**config.mk**
```make
export PLATFORM = sky130hd
export DESIGN_NAME = bbx_cell
export DESIGN_NICKNAME = d
export VERILOG_FILES = /design/src/sv/rgb_box_blur_3x3_or_5x5_assert.svh /design/src/sv/bbx_pkg.sv /design/src/sv/bbx_cell.sv
export SDC_FILE = /design/constraint.sdc
export NUM_CORES = 1
export LEC_CHECK = 0
export ABC_AREA = 1
export BUFFER_PORTS_ARGS = -buffer_cell sky130_fd_sc_hd__buf_2
export CAP_MARGIN = 20
export CORE_UTILIZATION = 40
export CTS_CLUSTER_SIZE = 20
export DETAILED_ROUTE_END_ITERATION = 16
export PLACE_DENSITY = 0.79
export RECOVER_POWER = 50
export SYNTH_ARGS = -nofsm -noshare
export SYNTH_HDL_FRONTEND = slang
export SYNTH_SLANG_ARGS = --single-unit
```
**constraint.sdc**
```tcl
create_clock -name i_clk -period 1.7 [get_ports i_clk]
set_clock_uncertainty 0.15 [all_clocks]
set_input_delay 0.17 -clock i_clk [delete_from_list [all_inputs] [get_ports i_clk]]
set_output_delay 0.17 -clock i_clk [all_outputs]
set_load 0.005 [all_outputs]
```
**src/sv/rgb_box_blur_3x3_or_5x5_assert.svh**
```systemverilog
// Assertion macros shared by the box blur RTL.
// Depends on nothing; included by the top level.
`ifndef RGB_BOX_BLUR_3X3_OR_5X5_ASSERT_SVH
`define RGB_BOX_BLUR_3X3_OR_5X5_ASSERT_SVH

// Same-cycle implication, switched off while reset is held.
`define BBX_ASSERT_IMPL(label, clk, rst_n, ante, cons) \
    label: assert property (@(posedge clk) disable iff (!(rst_n)) (ante) |-> (cons)) \
        else $error("bbx: same-cycle check failed");

// Next-cycle implication, switched off while reset is held.
`define BBX_ASSERT_NEXT(label, clk, rst_n, ante, cons) \
    label: assert property (@(posedge clk) disable iff (!(rst_n)) (ante) |=> (cons)) \
        else $error("bbx: next-cycle check failed");

`endif

```
**src/sv/bbx_pkg.sv**
```systemverilog
// Types and constants of the RGB box blur.
// Depends on nothing; used by the cell, raster and top modules and the testbench.
`timescale 1ns / 1ps

package bbx_pkg;

    // Channel and configuration widths.
    localparam int CH_W       = 8;
    localparam int CFG_IDX_W  = 2;
    localparam int CFG_DATA_W = 11;
    localparam int CENTRE_W   = 10;

    // Register indexes of the configuration port.
    localparam logic [CFG_IDX_W-1:0] CFG_WINDOW_MODE  = 2'd0;
    localparam logic [CFG_IDX_W-1:0] CFG_FRAME_WIDTH  = 2'd1;
    localparam logic [CFG_IDX_W-1:0] CFG_FRAME_HEIGHT = 2'd2;

    // Reset values of the configuration registers.
    localparam logic [CFG_DATA_W-1:0] FRAME_WIDTH_RESET  = 11'd640;
    localparam logic [CFG_DATA_W-1:0] FRAME_HEIGHT_RESET = 11'd480;

    // Frame sizes below this are raised to it.
    localparam int MIN_SIZE = 5;

    // Window geometry: cell counts, stored lines and the radius per mode, the first valid centre offset.
    localparam int NUM_CELLS   = 5;
    localparam int SMALL_CELLS = 3;
    localparam int STORE_LINES = 4;
    localparam int RADIUS3     = 1;
    localparam int RADIUS5     = 2;

    // Sum widths: one column of three or five pixels, a whole window.
    localparam int SUM3_W = 10;
    localparam int SUM5_W = 11;
    localparam int WIN3_W = 12;
    localparam int WIN5_W = 13;

    // Floored division by 9 or 25 as a multiply by a rounded-up
    // reciprocal and a right shift; exact for all window sums.
    localparam int RECIP_W   = 15;
    localparam int DIV_SHIFT = 18;
    localparam int PROD_W    = WIN5_W + RECIP_W;
    localparam logic [RECIP_W-1:0] RECIP_9  = 15'd29128;
    localparam logic [RECIP_W-1:0] RECIP_25 = 15'd10486;

    // One input item.
    typedef struct packed {
        logic [CH_W-1:0] pixel_red;
        logic [CH_W-1:0] pixel_green;
        logic [CH_W-1:0] pixel_blue;
    } t_in_item;

    // One result item.
    typedef struct packed {
        logic [CH_W-1:0]     mean_red;
        logic [CH_W-1:0]     mean_green;
        logic [CH_W-1:0]     mean_blue;
        logic [CENTRE_W-1:0] centre_column;
        logic [CENTRE_W-1:0] centre_row;
        logic                frame_done;
    } t_out_item;

    // A pixel viewed as three lanes: 2 red, 1 green, 0 blue.
    typedef logic [2:0][CH_W-1:0] t_pixel_lanes;
    localparam int PIX_W = $bits(t_pixel_lanes);

    // Column sums held by one window cell.
    typedef struct packed {
        logic [2:0][SUM3_W-1:0] sum3;
        logic [2:0][SUM5_W-1:0] sum5;
    } t_col_sums;

    // Window sums accumulated along the cell chain.
    typedef struct packed {
        logic [2:0][WIN3_W-1:0] acc3;
        logic [2:0][WIN5_W-1:0] acc5;
    } t_win_sums;

    // Per-pixel status from the raster counters.
    typedef struct packed {
        logic emit;
        logic frame_done;
    } t_step_flags;

endpackage

```
**src/sv/bbx_cell.sv**
```systemverilog
// One column cell of the sliding window: holds the column sums of one
// window column and adds them into the sums passing along the chain.
// Depends on bbx_pkg.
`timescale 1ns / 1ps

module bbx_cell #(
    parameter bit IN_SMALL = 1'b0
) (
    input  logic                 i_clk,
    input  logic                 i_rst_n,
    input  logic                 i_shift,
    input  bbx_pkg::t_col_sums   i_sums,
    output bbx_pkg::t_col_sums   o_sums,
    input  bbx_pkg::t_win_sums   i_acc,
    output bbx_pkg::t_win_sums   o_acc
);

    import bbx_pkg::*;

    t_col_sums r_sums;

    // Take the neighbour's column whenever the window moves on.
    always_ff @(posedge i_clk) begin
        if (!i_rst_n) begin
            r_sums <= '0;
        end else if (i_shift) begin
            r_sums <= i_sums;
        end
    end

    assign o_sums = r_sums;

    // Add this column into the running window sums; the three-row sum
    // only counts in cells that lie inside the small window.
    always_comb begin
        for (int ch = 0; ch < 3; ch++) begin
            o_acc.acc5[ch] = i_acc.acc5[ch] + WIN5_W'(r_sums.sum5[ch]);
            if (IN_SMALL) begin
                o_acc.acc3[ch] = i_acc.acc3[ch] + WIN3_W'(r_sums.sum3[ch]);
            end else begin
                o_acc.acc3[ch] = i_acc.acc3[ch];
            end
        end
    end

endmodule

```
Word level (Yosys, flattened, before mapping)
Cells that the tools add are included.
{"block": "op_classes", "add_sub_neg": 3}
{"op": "adder 13 x 11 -> 13 bit", "count": 3}
{"block": "totals", "word_cells": 9, "ff_bits": 63, "output_inout_bits": 138, "inputBits": 141}

Logic depth before layout (Yosys ltp)
{"block": "depth", "depth_word": 1, "ltp_mapped": 9, "ltp_nobuf": 9}

Worst setup path before layout
No wires, ideal clock.
{"block": "synth_timing", "path_kind": "register to output", "from": "register r_sums (netlist bit o_sums[11])", "to": "output port o_acc[21] (netlist name)", "n_path_buf": 0, "stages_incl_launch_ff": 8, "arrival_time_ns": 1.418, "setup_slack_ns": -0.038, "cell_sequence": "dfxtp_1 > ha_1 > fa_1 > nand3_1 > nand3_2 > nand2_1 > nand2_1 > xor2_1"}
{"element": "start: declaration", "line_no": "bbx_cell.sv:20", "text": "t_col_sums r_sums;"}
{"element": "start signal: assignment", "line_no": "bbx_cell.sv:27", "text": "r_sums <= i_sums;"}
{"element": "end: declaration", "line_no": "bbx_cell.sv:15", "text": "output bbx_pkg::t_win_sums o_acc"}

==> flow_summary.json <==
{
  "clkSinkCount": 63,
  "maxCapViolations": 0,
  "core-area_mm2": 0.01084,
  "htreeDepth": 3,
  "regArea_mm2": 0.001300,
  "path_clk_slew_ns": 0.08,
  "diodes": 0,
  "clkLatencyLatePin_ns": 0.36,
  "layout_min_cycle_time_ns": 2.205,
  "finalWirelength_um": 17380,
  "cpMaxStageDelayCell": "fa_2",
  "cts.path.max_buffers": 2,
  "synth_area_leader_cell": "dfxtp_1",
  "cts_buffers": 9,
  "die_h_um": 107.6,
  "busiest_layer": "met2",
  "crit_path_end_kind": "primary output",
  "start_kind": "register",
  "grt_pass1_wl_um": 25690,
  "hold_violations": 0,
  "pin_count": 279,
  "viasPerCell": 5.051,
  "synth_fp_nets": 879,
  "final.setup.worst_slack_ns": -0.5049,
  "drive_above_1_share_pct": 47.14,
  "slowest_delay_ns": 0.40,
  "synth.top_cell.area_share_pct": 28.25,
  "nNetsFinal": 1169,
  "ir_worst_vdd_uv": 554.2,
  "ys_top_cells_by_area": "dfxtp_1 (28%), nand2_1 (14%), nor2_1 (13%)",
  "max_freq_mhz": 453.5,
  "fill_cells": 721,
  "overflow": 0,
  "failed_checks": "setup timing",
  "finalCritPeriodShare_pct": 129.7,
  "worstMarginPinSlew_ns": 0.4017,
  "synth.avg_cell_area_um2": 6.359,
  "rsz0062_at_grt": "yes",
  "dieArea_mm2": 0.01159,
  "min_path_type": "primary input to register",
  "relSlewSlack_pct": 73.22,
  "grt.total_usage_pct": 28.29,
  "cts_tree": "done",
  "syn2layout_area_growth_pct": 72.65,
  "synthesis.area_mm2": 0.004464,
  "crit_path_cell_trace": "ha_4 -> fa_2 -> nand3_2 -> nand3_4 -> nand3_1 -> nand4_1 -> nand2_1 -> buf_2",
  "worstPathRequired_ns": 1.38,
  "start_util_pct": 41.18,
  "yosys_warnings": 0,
  "ys_seq_area_share_pct": 28.25,
  "leakagePower_nw": 4.039,
  "vias": 5743,
  "slew_violations": 0,
  "numPortBuffers": 206,
  "grt_use_met2_pct": 50.46,
  "grt_start_max_net_pins": 42,
  "dp_hpwl_um": 9830,
  "rows": 38,
  "routabilityCongestion": 0.9077,
  "drc": 0,
  "synth_cell_type_count": 20,
  "die_w_um": 107.6,
  "syn_inst": 702,
  "placed_cell_area_mm2": 0.005598,
  "multiInputGateArea_mm2": 0.003501,
  "cp_max_fo": 4,
  "ys_ff_latch": 63,
  "grt_antenna_before_repair": 0,
  "use_met3_pct": 7.688,
  "finalInstanceArea_mm2": 0.007707,
  "finalSetupViolCount": 36,
  "final_antenna_net_count": 0,
  "met1_usage_pct": 30.63,
  "root_buffer": "clkbuf_8",
  "post_drt_wl_per_cell_um": 15.29,
  "critPathArrivalTime_ns": 1.88,
  "grt_pass1_vias": 5600,
  "whs_ns": 0.09361,
  "drtPass1Iterations": 4,
  "status": "complete, but fails checks",
  "path_class": "register to primary output",
  "drt_iter0_markers": 359,
  "largest_reg_flops": 63,
  "cellPowerDensity_mw_per_mm2": 682.9
}
## report_power, final
group          internal, mW  switching [mW]
Sequential             1.59          0.0906
Clock                 0.833           0.675
Combinational          1.03            1.05
## path summary, 6_finish.rpt
path               from    endpoint  slack (ns)  cells after the start
min             i_shift  o_sums[28]        0.09                      4
max reg2reg  o_sums[11]  o_sums[11]        0.60                      4
min reg2reg  o_sums[51]  o_sums[51]        0.35                      2
max          o_sums[22]   o_acc[38]       -0.50                      8
## worst max-delay path: cells and delay by family (launching register included)
| kind | cells | cell delay [ns] |
|---|---|---|
| fa+ha+maj | 2 | 0.56 |
| simple gates | 5 | 0.51 |
| flops | 1 | 0.34 |
| buf+inv | 1 | 0.10 |
## placed cells by master (no fill, tap or decap), types with 22 or more instances in the layout
master	netlist	layout
buf_2	6	203
buf_4	38	57
dfxtp_1	63	38
dfxtp_2	0	22
dlygate4sd3_1	0	63
ha_4	0	33
inv_1	81	71
nand2_1	171	115
nand2_2	0	44
nor2_1	149	135
o21ai_0	52	52
## cell type report
cell class                      instances  area share [%]
Multi-Input combinational cell        501           45.42
Clock buffer                           10           1.656
Clock inverter                          6           1.201
Tap cell                              140           2.273
Inverter                               82           3.994
Timing Repair Buffer                  335           28.59
Sequential cell                        63           16.87
## cells by family (layout without fill, tap and decap cells)
group	after synthesis	after routing	share of synthesized area [%]
AOI/OAI and AO/OA	75	75	8.576
xor gates and xnor gates	21	21	4.120
adders and majority gates	36	36	10.59
buffers and inverters	138	433	15.02
DFF	63	63	28.25
and+or+nand+nor	369	369	33.44
## metal layers
layer	up-vias	share of wire, %
li1	2744	-
met1	2658	39
met2	278	51
met3	63	6.5
met4	0	4.0
met5	-	0
## synthesized netlist by cell type (all sizes together)
cell and count:
o21ai 63, dfxtp 63, nor2 150, nand4 12
buf 44, inv 82, a21boi 3, fa 3
xor2 21, nand3 36, ha 33, a21oi 9
nand2 171, clkbuf 12
## stage by stage
step / cells / setup WS [ns] / util (%) / power, mW / setup TNS (ns)
4_1_cts: 1134 / -0.4883 / 69.55 / 5.092 / -11.13
3_3_place_gp: 1028 / -0.06466 / 51.64 / 3.039 / -0.5107
6_report: 1137 / -0.5049 / 71.10 / 5.263 / -11.93
2_1_floorplan: 702 / 0.02164 / - / 2.490 / 0
5_1_grt: 1137 / -0.6129 / 71.10 / 5.551 / -14.73
3_5_place_dp: 1028 / -0.1461 / 51.64 / 3.056 / -1.032
## what timing repair did
item | CTS | global route
setup buffers | 30 | 6
gates cloned | 0 | 0
pin swaps | 79 | 59
hold buffers | 63 | 0
gates resized for setup | 191 | 52
endpoints found under the setup margin | 36 | 36
hold endpoints to repair | 63 | 0
No activity file was read; power rests on OpenSTA's default activity.
