===== src/sv/rgb_box_blur_3x3_or_5x5_assert.svh =====
// Assertion macros shared by the box blur RTL.
// Depends on nothing; included by the top level.
`ifndef RGB_BOX_BLUR_3X3_OR_5X5_ASSERT_SVH
`define RGB_BOX_BLUR_3X3_OR_5X5_ASSERT_SVH

// Same-cycle implication, switched off while reset is held.
`define BBX_ASSERT_IMPL(label, clk, rst_n, ante, cons) \
    label: assert property (@(posedge clk) disable iff (!(rst_n)) (ante) |-> (cons)) \
        else $error("bbx: same-cycle check failed");

// Next-cycle implication, switched off while reset is held.
`define BBX_ASSERT_NEXT(label, clk, rst_n, ante, cons) \
    label: assert property (@(posedge clk) disable iff (!(rst_n)) (ante) |=> (cons)) \
        else $error("bbx: next-cycle check failed");

`endif


===== src/sv/bbx_pkg.sv =====
// Types and constants of the RGB box blur.
// Depends on nothing; used by the cell, raster and top modules and the testbench.
`timescale 1ns / 1ps

package bbx_pkg;

    // Channel and configuration widths.
    localparam int CH_W       = 8;
    localparam int CFG_IDX_W  = 2;
    localparam int CFG_DATA_W = 11;
    localparam int CENTRE_W   = 10;

    // Register indexes of the configuration port.
    localparam logic [CFG_IDX_W-1:0] CFG_WINDOW_MODE  = 2'd0;
    localparam logic [CFG_IDX_W-1:0] CFG_FRAME_WIDTH  = 2'd1;
    localparam logic [CFG_IDX_W-1:0] CFG_FRAME_HEIGHT = 2'd2;

    // Reset values of the configuration registers.
    localparam logic [CFG_DATA_W-1:0] FRAME_WIDTH_RESET  = 11'd640;
    localparam logic [CFG_DATA_W-1:0] FRAME_HEIGHT_RESET = 11'd480;

    // Frame sizes below this are raised to it.
    localparam int MIN_SIZE = 5;

    // Window geometry: cell counts, stored lines and the radius per mode, the first valid centre offset.
    localparam int NUM_CELLS   = 5;
    localparam int SMALL_CELLS = 3;
    localparam int STORE_LINES = 4;
    localparam int RADIUS3     = 1;
    localparam int RADIUS5     = 2;

    // Sum widths: one column of three or five pixels, a whole window.
    localparam int SUM3_W = 10;
    localparam int SUM5_W = 11;
    localparam int WIN3_W = 12;
    localparam int WIN5_W = 13;

    // Floored division by 9 or 25 as a multiply by a rounded-up
    // reciprocal and a right shift; exact for all window sums.
    localparam int RECIP_W   = 15;
    localparam int DIV_SHIFT = 18;
    localparam int PROD_W    = WIN5_W + RECIP_W;
    localparam logic [RECIP_W-1:0] RECIP_9  = 15'd29128;
    localparam logic [RECIP_W-1:0] RECIP_25 = 15'd10486;

    // One input item.
    typedef struct packed {
        logic [CH_W-1:0] pixel_red;
        logic [CH_W-1:0] pixel_green;
        logic [CH_W-1:0] pixel_blue;
    } t_in_item;

    // One result item.
    typedef struct packed {
        logic [CH_W-1:0]     mean_red;
        logic [CH_W-1:0]     mean_green;
        logic [CH_W-1:0]     mean_blue;
        logic [CENTRE_W-1:0] centre_column;
        logic [CENTRE_W-1:0] centre_row;
        logic                frame_done;
    } t_out_item;

    // A pixel viewed as three lanes: 2 red, 1 green, 0 blue.
    typedef logic [2:0][CH_W-1:0] t_pixel_lanes;
    localparam int PIX_W = $bits(t_pixel_lanes);

    // Column sums held by one window cell.
    typedef struct packed {
        logic [2:0][SUM3_W-1:0] sum3;
        logic [2:0][SUM5_W-1:0] sum5;
    } t_col_sums;

    // Window sums accumulated along the cell chain.
    typedef struct packed {
        logic [2:0][WIN3_W-1:0] acc3;
        logic [2:0][WIN5_W-1:0] acc5;
    } t_win_sums;

    // Per-pixel status from the raster counters.
    typedef struct packed {
        logic emit;
        logic frame_done;
    } t_step_flags;

endpackage


===== src/sv/bbx_raster.sv =====
// Raster position counters with frame-size clamping, plus the per-pixel
// flags that say whether a window is complete and whether the frame ends.
// Depends on bbx_pkg.
`timescale 1ns / 1ps

module bbx_raster #(
    parameter int MAX_LINE_PIXELS = 1024,
    parameter int MAX_FRAME_LINES = 1024
) (
    input  logic                                 i_clk,
    input  logic                                 i_rst_n,
    input  logic                                 i_step,
    input  logic                                 i_window_mode,
    input  logic [bbx_pkg::CFG_DATA_W-1:0]       i_frame_width,
    input  logic [bbx_pkg::CFG_DATA_W-1:0]       i_frame_height,
    output logic [$clog2(MAX_LINE_PIXELS)-1:0]   o_col,
    output logic [$clog2(MAX_FRAME_LINES)-1:0]   o_row,
    output bbx_pkg::t_step_flags                 o_flags
);

    import bbx_pkg::*;

    localparam int COL_W = $clog2(MAX_LINE_PIXELS);
    localparam int ROW_W = $clog2(MAX_FRAME_LINES);
    localparam int CSZ_W = (COL_W + 1 > CFG_DATA_W) ? COL_W + 1 : CFG_DATA_W;
    localparam int RSZ_W = (ROW_W + 1 > CFG_DATA_W) ? ROW_W + 1 : CFG_DATA_W;

    logic [COL_W-1:0] r_col;
    logic [ROW_W-1:0] r_row;
    logic [CSZ_W-1:0] w_width;
    logic [RSZ_W-1:0] w_height;
    logic [COL_W-1:0] w_last_col;
    logic [ROW_W-1:0] w_last_row;
    logic             w_at_line_end;
    logic             w_at_last_line;
    logic [2:0]       w_edge;

    assign w_width  = CSZ_W'(i_frame_width);
    assign w_height = RSZ_W'(i_frame_height);

    // Last column of a line, with the width clamped to its legal range.
    always_comb begin
        priority if (w_width < CSZ_W'(MIN_SIZE)) begin
            w_last_col = COL_W'(MIN_SIZE - 1);
        end else if (w_width > CSZ_W'(MAX_LINE_PIXELS)) begin
            w_last_col = COL_W'(MAX_LINE_PIXELS - 1);
        end else begin
            w_last_col = COL_W'(w_width - CSZ_W'(1));
        end
    end

    // Last line of a frame, with the height clamped likewise.
    always_comb begin
        priority if (w_height < RSZ_W'(MIN_SIZE)) begin
            w_last_row = ROW_W'(MIN_SIZE - 1);
        end else if (w_height > RSZ_W'(MAX_FRAME_LINES)) begin
            w_last_row = ROW_W'(MAX_FRAME_LINES - 1);
        end else begin
            w_last_row = ROW_W'(w_height - RSZ_W'(1));
        end
    end

    assign w_at_line_end  = (r_col >= w_last_col);
    assign w_at_last_line = (r_row >= w_last_row);

    // A window is complete once the pixel lies twice the radius
    // beyond the first column and line.
    assign w_edge = i_window_mode ? 3'(2 * RADIUS5) : 3'(2 * RADIUS3);
    assign o_flags.emit       = (r_col >= COL_W'(w_edge)) && (r_row >= ROW_W'(w_edge));
    assign o_flags.frame_done = w_at_line_end && w_at_last_line;

    // Advance the position by one pixel, wrapping at line and frame end.
    always_ff @(posedge i_clk) begin
        if (!i_rst_n) begin
            r_col <= '0;
            r_row <= '0;
        end else if (i_step) begin
            if (w_at_line_end) begin
                r_col <= '0;
                r_row <= w_at_last_line ? '0 : r_row + ROW_W'(1);
            end else begin
                r_col <= r_col + COL_W'(1);
            end
        end
    end

    assign o_col = r_col;
    assign o_row = r_row;

endmodule


===== config.mk =====
export PLATFORM = sky130hd
export DESIGN_NAME = bbx_raster
export DESIGN_NICKNAME = d
export VERILOG_FILES = /design/src/sv/rgb_box_blur_3x3_or_5x5_assert.svh /design/src/sv/bbx_pkg.sv /design/src/sv/bbx_raster.sv
export SDC_FILE = /design/constraint.sdc
export NUM_CORES = 1
export LEC_CHECK = 0
export ABC_AREA = 1
export BUFFER_PORTS_ARGS = -buffer_cell sky130_fd_sc_hd__buf_2
export CAP_MARGIN = 10
export CORE_ASPECT_RATIO = 1.1
export CORE_MARGIN = 4
export CORE_UTILIZATION = 50
export DETAILED_ROUTE_END_ITERATION = 8
export PLACE_DENSITY = 0.84
export SYNTH_ARGS = -nofsm -noshare
export SYNTH_HDL_FRONTEND = slang
export SYNTH_SLANG_ARGS = --single-unit

===== constraint.sdc =====
create_clock -name i_clk -period 2.4 [get_ports i_clk]
set_input_delay 0.36 -clock i_clk [delete_from_list [all_inputs] [get_ports i_clk]]
set_output_delay 0.36 -clock i_clk [all_outputs]
set_load 0.01 [all_outputs]

* Yosys cells after proc, flatten, opt, wreduce, memory -nomap -nowiden *
Cells that the tools add are included.

cells by class
  add/sub/neg operators = 4
  magnitude comparators = 8
  multiplexer cells = 7
  reduce and logical (&&, ||, !) cells = 3

operators with widths
  kind                                                   count
  2-to-1 mux 10 bit                                      6
  greater-than comparator 11 bit, second input constant  2
  < comparator 11 x 3 -> 1 bit, second input constant    2
  adder 10 x 1 -> 10 bit, second input constant          2
  >= comparator 10 bit                                   2
  >= comparator 10 x 3 -> 1 bit                          2
  subtractor 10 x 1 -> 10 bit, second input constant     2
  2-to-1 mux 3 bit                                       1
  logical AND 1 bit                                      2
  AND reduction 2 bit                                    1

storage, ports and cells
  register bits = 20
  bits of input ports = 26
  logic and storage cells = 24

* Longest topological paths before layout *
  depth in word-level cells = 5
  depth in mapped cells = 21

* Least setup slack after synthesis *
No wires, ideal clock.

  path type = input to output
  start = in i_frame_width[0] in the netlist's numbering
  end = out o_flags[0] in the netlist's numbering
  arrival time = 2205 ps
  data required time = 2040 ps
  slack = -165 ps
  stages = 14
  path buffers = 0
  cells stage by stage = inv_1 > ha_1 > nand3_1 > nor2_1 > nand2_1 > o21ai_2 > nand2_1 > o21ai_0 > ha_1 > a21o_1 > nor2_4 > nand3_4 > o21ai_0 > inv_1

RTL lines
  element      RTL line          text
  from (decl)  bbx_raster.sv:14  input logic [bbx_pkg::CFG_DATA_W-1:0] i_frame_width,
  to (decl)    bbx_raster.sv:18  output bbx_pkg::t_step_flags o_flags

==> results.cfg <==
[clocking]
clk_latency_ns = 0.26
cts_tree = built
cts-root-buf = clkbuf_8
numCtsBuffers = 3
cts.clk_slew.worst_paths_ns = 0.07
cts.path.max_buffers = 2
cts_num_sinks = 20
htree_num_levels = 1
ctsHoldBuffers = 0

[worst_setup_path]
cp.arrival_ns = 2.38
ff2ff_setup_slack_ns = 0.33
required_ns = 2.04
r2r_start = o_col[5]$_SDFFE_PN0P_
path_max_fanout = 7
cp-end-kind = primary output
critical_path_class = in -> out
r2r_end = o_col[6]$_SDFFE_PN0P_
crit_path_start_kind = primary input
worstRegToRegCells = 12

[pwr]
comb_power_share_pct = 29.2
p_clk_share_pct = 35.3
switching_power_mw = 0.271
power.density_nw_per_um2 = 281
p_int_mw = 0.686
p_leak_nw = 1.82
switching_share_pct = 28.3
vdd_drop_max_v = 0.000384
p_seq_share_pct = 35.5

[routing]
post_drt_wl_per_cell_um = 14.4
num_vias = 2806
routed_wl_um = 7410
ant_nets = 0
drtPass1Iterations = 4
viasPerCell = 5.45
drt_iter0_drc = 169
drcViolationCount = 0

[synthesis]
synth.area.mux_share_pct = 0
synth_area_sq_um = 2230
synthSimpleGateAreaFrac_pct = 42.9
ys_seq_area_share_pct = 18.0
synth_warnings = 0
synth-adder-area-share_pct = 15.7
synth_cells = 357
synth.avg_cell_area_sq_um = 6.24
synth_top_family_by_area = simple AND/OR/NAND/NOR gates
syn-num-nets = 411
ys_top_cells_by_area = dfxtp_1 (18%), nand2_1 (17%), ha_1 (16%)
synth_top_area_share_pct = 18.0
synth_area_leader_cell = dfxtp_1
yosysUniqueCellTypes = 32
synth_xor_area_share_pct = 4.32
synth_compound_area_share_pct = 8.82
synth_seq_cells = 20

[die]
ios = 48
chipWidth_um = 71.7
num_rows = 25
coreArea_sq_um = 4320
die_y_um = 78.0
die_area_sq_um = 5590
start_util_pct = 51.6

[sta]
timing.fmax_mhz = 366
slew_viol_final = 0
final.min_clock_period_ns = 2.74
maxSlewHeadroom_pct = 74.1
rsz0062_at_grt = true
worstMarginPinSlew_ns = 0.385
setup_tns_ns = -5.44
fin_crit_sh_pct = 114
hold_slack_ns = 0.517
setup_viol = 21
fin_skew_ns = 0.00327
hold_viol = 0
layout_setup_ws_ns = -0.335

[global_routing]
grt_pass1_wl_um = 10400
gr-total-overflow = 0
track_usage_pct = 22.4
grt_antenna_before_repair = 0
grt_max_degree = 15
grt_pass1_vias = 2608

[min_path]
min_to = o_row[0]$_SDFFE_PN0P_
hp-start = i_rst_n
holdPathStages = 3
hp-class = in -> reg

[cells_and_area]
antenna_cells = 0
nets = 516
synthToLayoutAreaGrowth_pct = 52.8
final_layout_size_suffix_gt1_share_pct = 39.3

[placement]
gp_congestion = 0.851
hpwl_um = 4780
numPortBuffers = 47
dp_slack_ns = -0.362

[run_status]
violations = negative setup slack
status = finished with violations

[flow_run]
cap_violations = 0
-- worst max path at each step --
stage	slack, ns	cells past startpoint	endpoint	from
finish	-0.34	16	o_flags[0]	i_frame_width[0]
global route	-0.46	19	o_flags[0]	i_frame_height[5]
CTS	-0.24	16	o_flags[0]	i_frame_height[1]
detailed placement	-0.36	19	o_flags[0]	i_frame_height[1]
global placement	-0.26	16	o_flags[0]	i_frame_width[1]
floorplan	0.00007	14	o_flags[0]	i_frame_height[1]
-- area by class of cell --
| class | instances | area, sq um |
|---|---|---|
| Clock buffer | 3 | 41.3 |
| Clock inverter | 1 | 30.0 |
| Fill cell | 284 | 911 |
| Inverter | 54 | 220 |
| Multi-Input combinational cell | 281 | 1910 |
| Sequential cell | 20 | 400 |
| Tap cell | 54 | 67.6 |
| Timing Repair Buffer | 102 | 732 |
-- sequential cells by signal (all words and copies together) (netlist names) --
signal / count
o_col: 10
o_row: 10
-- power by group through the flow --
stage	sequential, mW	clock, mW	combinational (mW)
finish	0.340	0.338	0.279
global route	0.341	0.360	0.309
global placement	0.348	0	0.204
CTS	0.340	0.344	0.221
detailed placement	0.348	0	0.213
floorplan	0.348	0	0.116
-- synthesized netlist by cell type --
cell type  number
a21boi_0        2
a21o_1          1
a21oi_1        12
a31oi_1         1
buf_4           1
buf_8           1
clkbuf_1        1
dfxtp_1        20
ha_1           28
inv_1          54
nand2_1       103
nand2_2         2
nand2_4         3
nand3_1        21
nand3_4         1
nand3b_1        3
nand4_1         9
nor2_1         42
nor2_2          2
nor2_4          2
nor3_1          5
nor3_2          6
nor4_1          4
o211ai_1        2
o21ai_0        13
o21ai_1         1
o21ai_2         1
o22ai_1         1
o31ai_1         1
or2_2           3
xnor2_1         5
xor2_1          6
-- routing by layer --
metal  part of all wire [%]  GRT usage (%)  up-vias
met2                     54           41.2      105
li1                       -              -     1365
met1                     38           26.0     1315
met4                    2.4           7.14        0
met3                    6.1           3.59       21
met5                      0              0        -
-- through the flow --
step / std cells / total power, mW / utilization, % / cell area [sq um]
2_1_floorplan: 357 / 0.464 / - / 2290
3_3_place_gp: 494 / 0.552 / 66.2 / 2860
3_5_place_dp: 494 / 0.561 / 66.2 / 2860
4_1_cts: 501 / 0.905 / 69.1 / 2980
5_1_grt: 515 / 1.01 / 78.9 / 3410
6_report: 515 / 0.957 / 78.9 / 3410
-- kinds of logic (layout without fill, tap and decap cells) --
kind of cell | after synthesis | after routing
and+or+nand+nor | 206 | 207
AOI/OAI and AO/OA | 35 | 35
xor gates and xnor gates | 11 | 11
DFF | 20 | 20
buffers and inverters | 57 | 160
adders and majority gates | 28 | 28
-- critical path, stage by stage --
cell	delay, ns
buf_8	0.10
inv_6	0.05
ha_4	0.14
nand3_4	0.08
nor2_4	0.11
nand2_2	0.08
o21ai_4	0.26
nand2_1	0.09
o21ai_1	0.17
ha_1	0.28
a21o_1	0.21
nor2_4	0.13
nand3_4	0.08
o21ai_2	0.06
inv_1	0.06
buf_6	0.11
-- timing repair --
item | CTS | global route
gates resized for setup | 10 | 78
pin swaps | 8 | 30
endpoints found under the hold margin | 0 | 0
setup buffers | 3 | 13
setup endpoints to repair | 10 | 21
gates cloned | 0 | 1
-- layout by cell type, fill, tap and decap left out, types with 3 or more instances in the layout --
cell      count
nand2_1      86
buf_4        46
inv_1        45
buf_2        41
nor2_1       30
ha_1         23
dfxtp_1      20
nand3_1      18
nand2_2      17
buf_6        13
nor2_4       11
a21oi_1      10
nand4_1       9
o21ai_0       6
xor2_1        6
nor2_2        5
nor3_2        5
ha_4          5
o21ai_1       4
inv_2         4
nor3_1        4
xnor2_1       4
nor4_1        4
inv_4         3
nand2_4       3
o21ai_2       3
nand3b_1      3
nand2_8       3
clkbuf_8      3
Power figures use the tool's default switching activity.
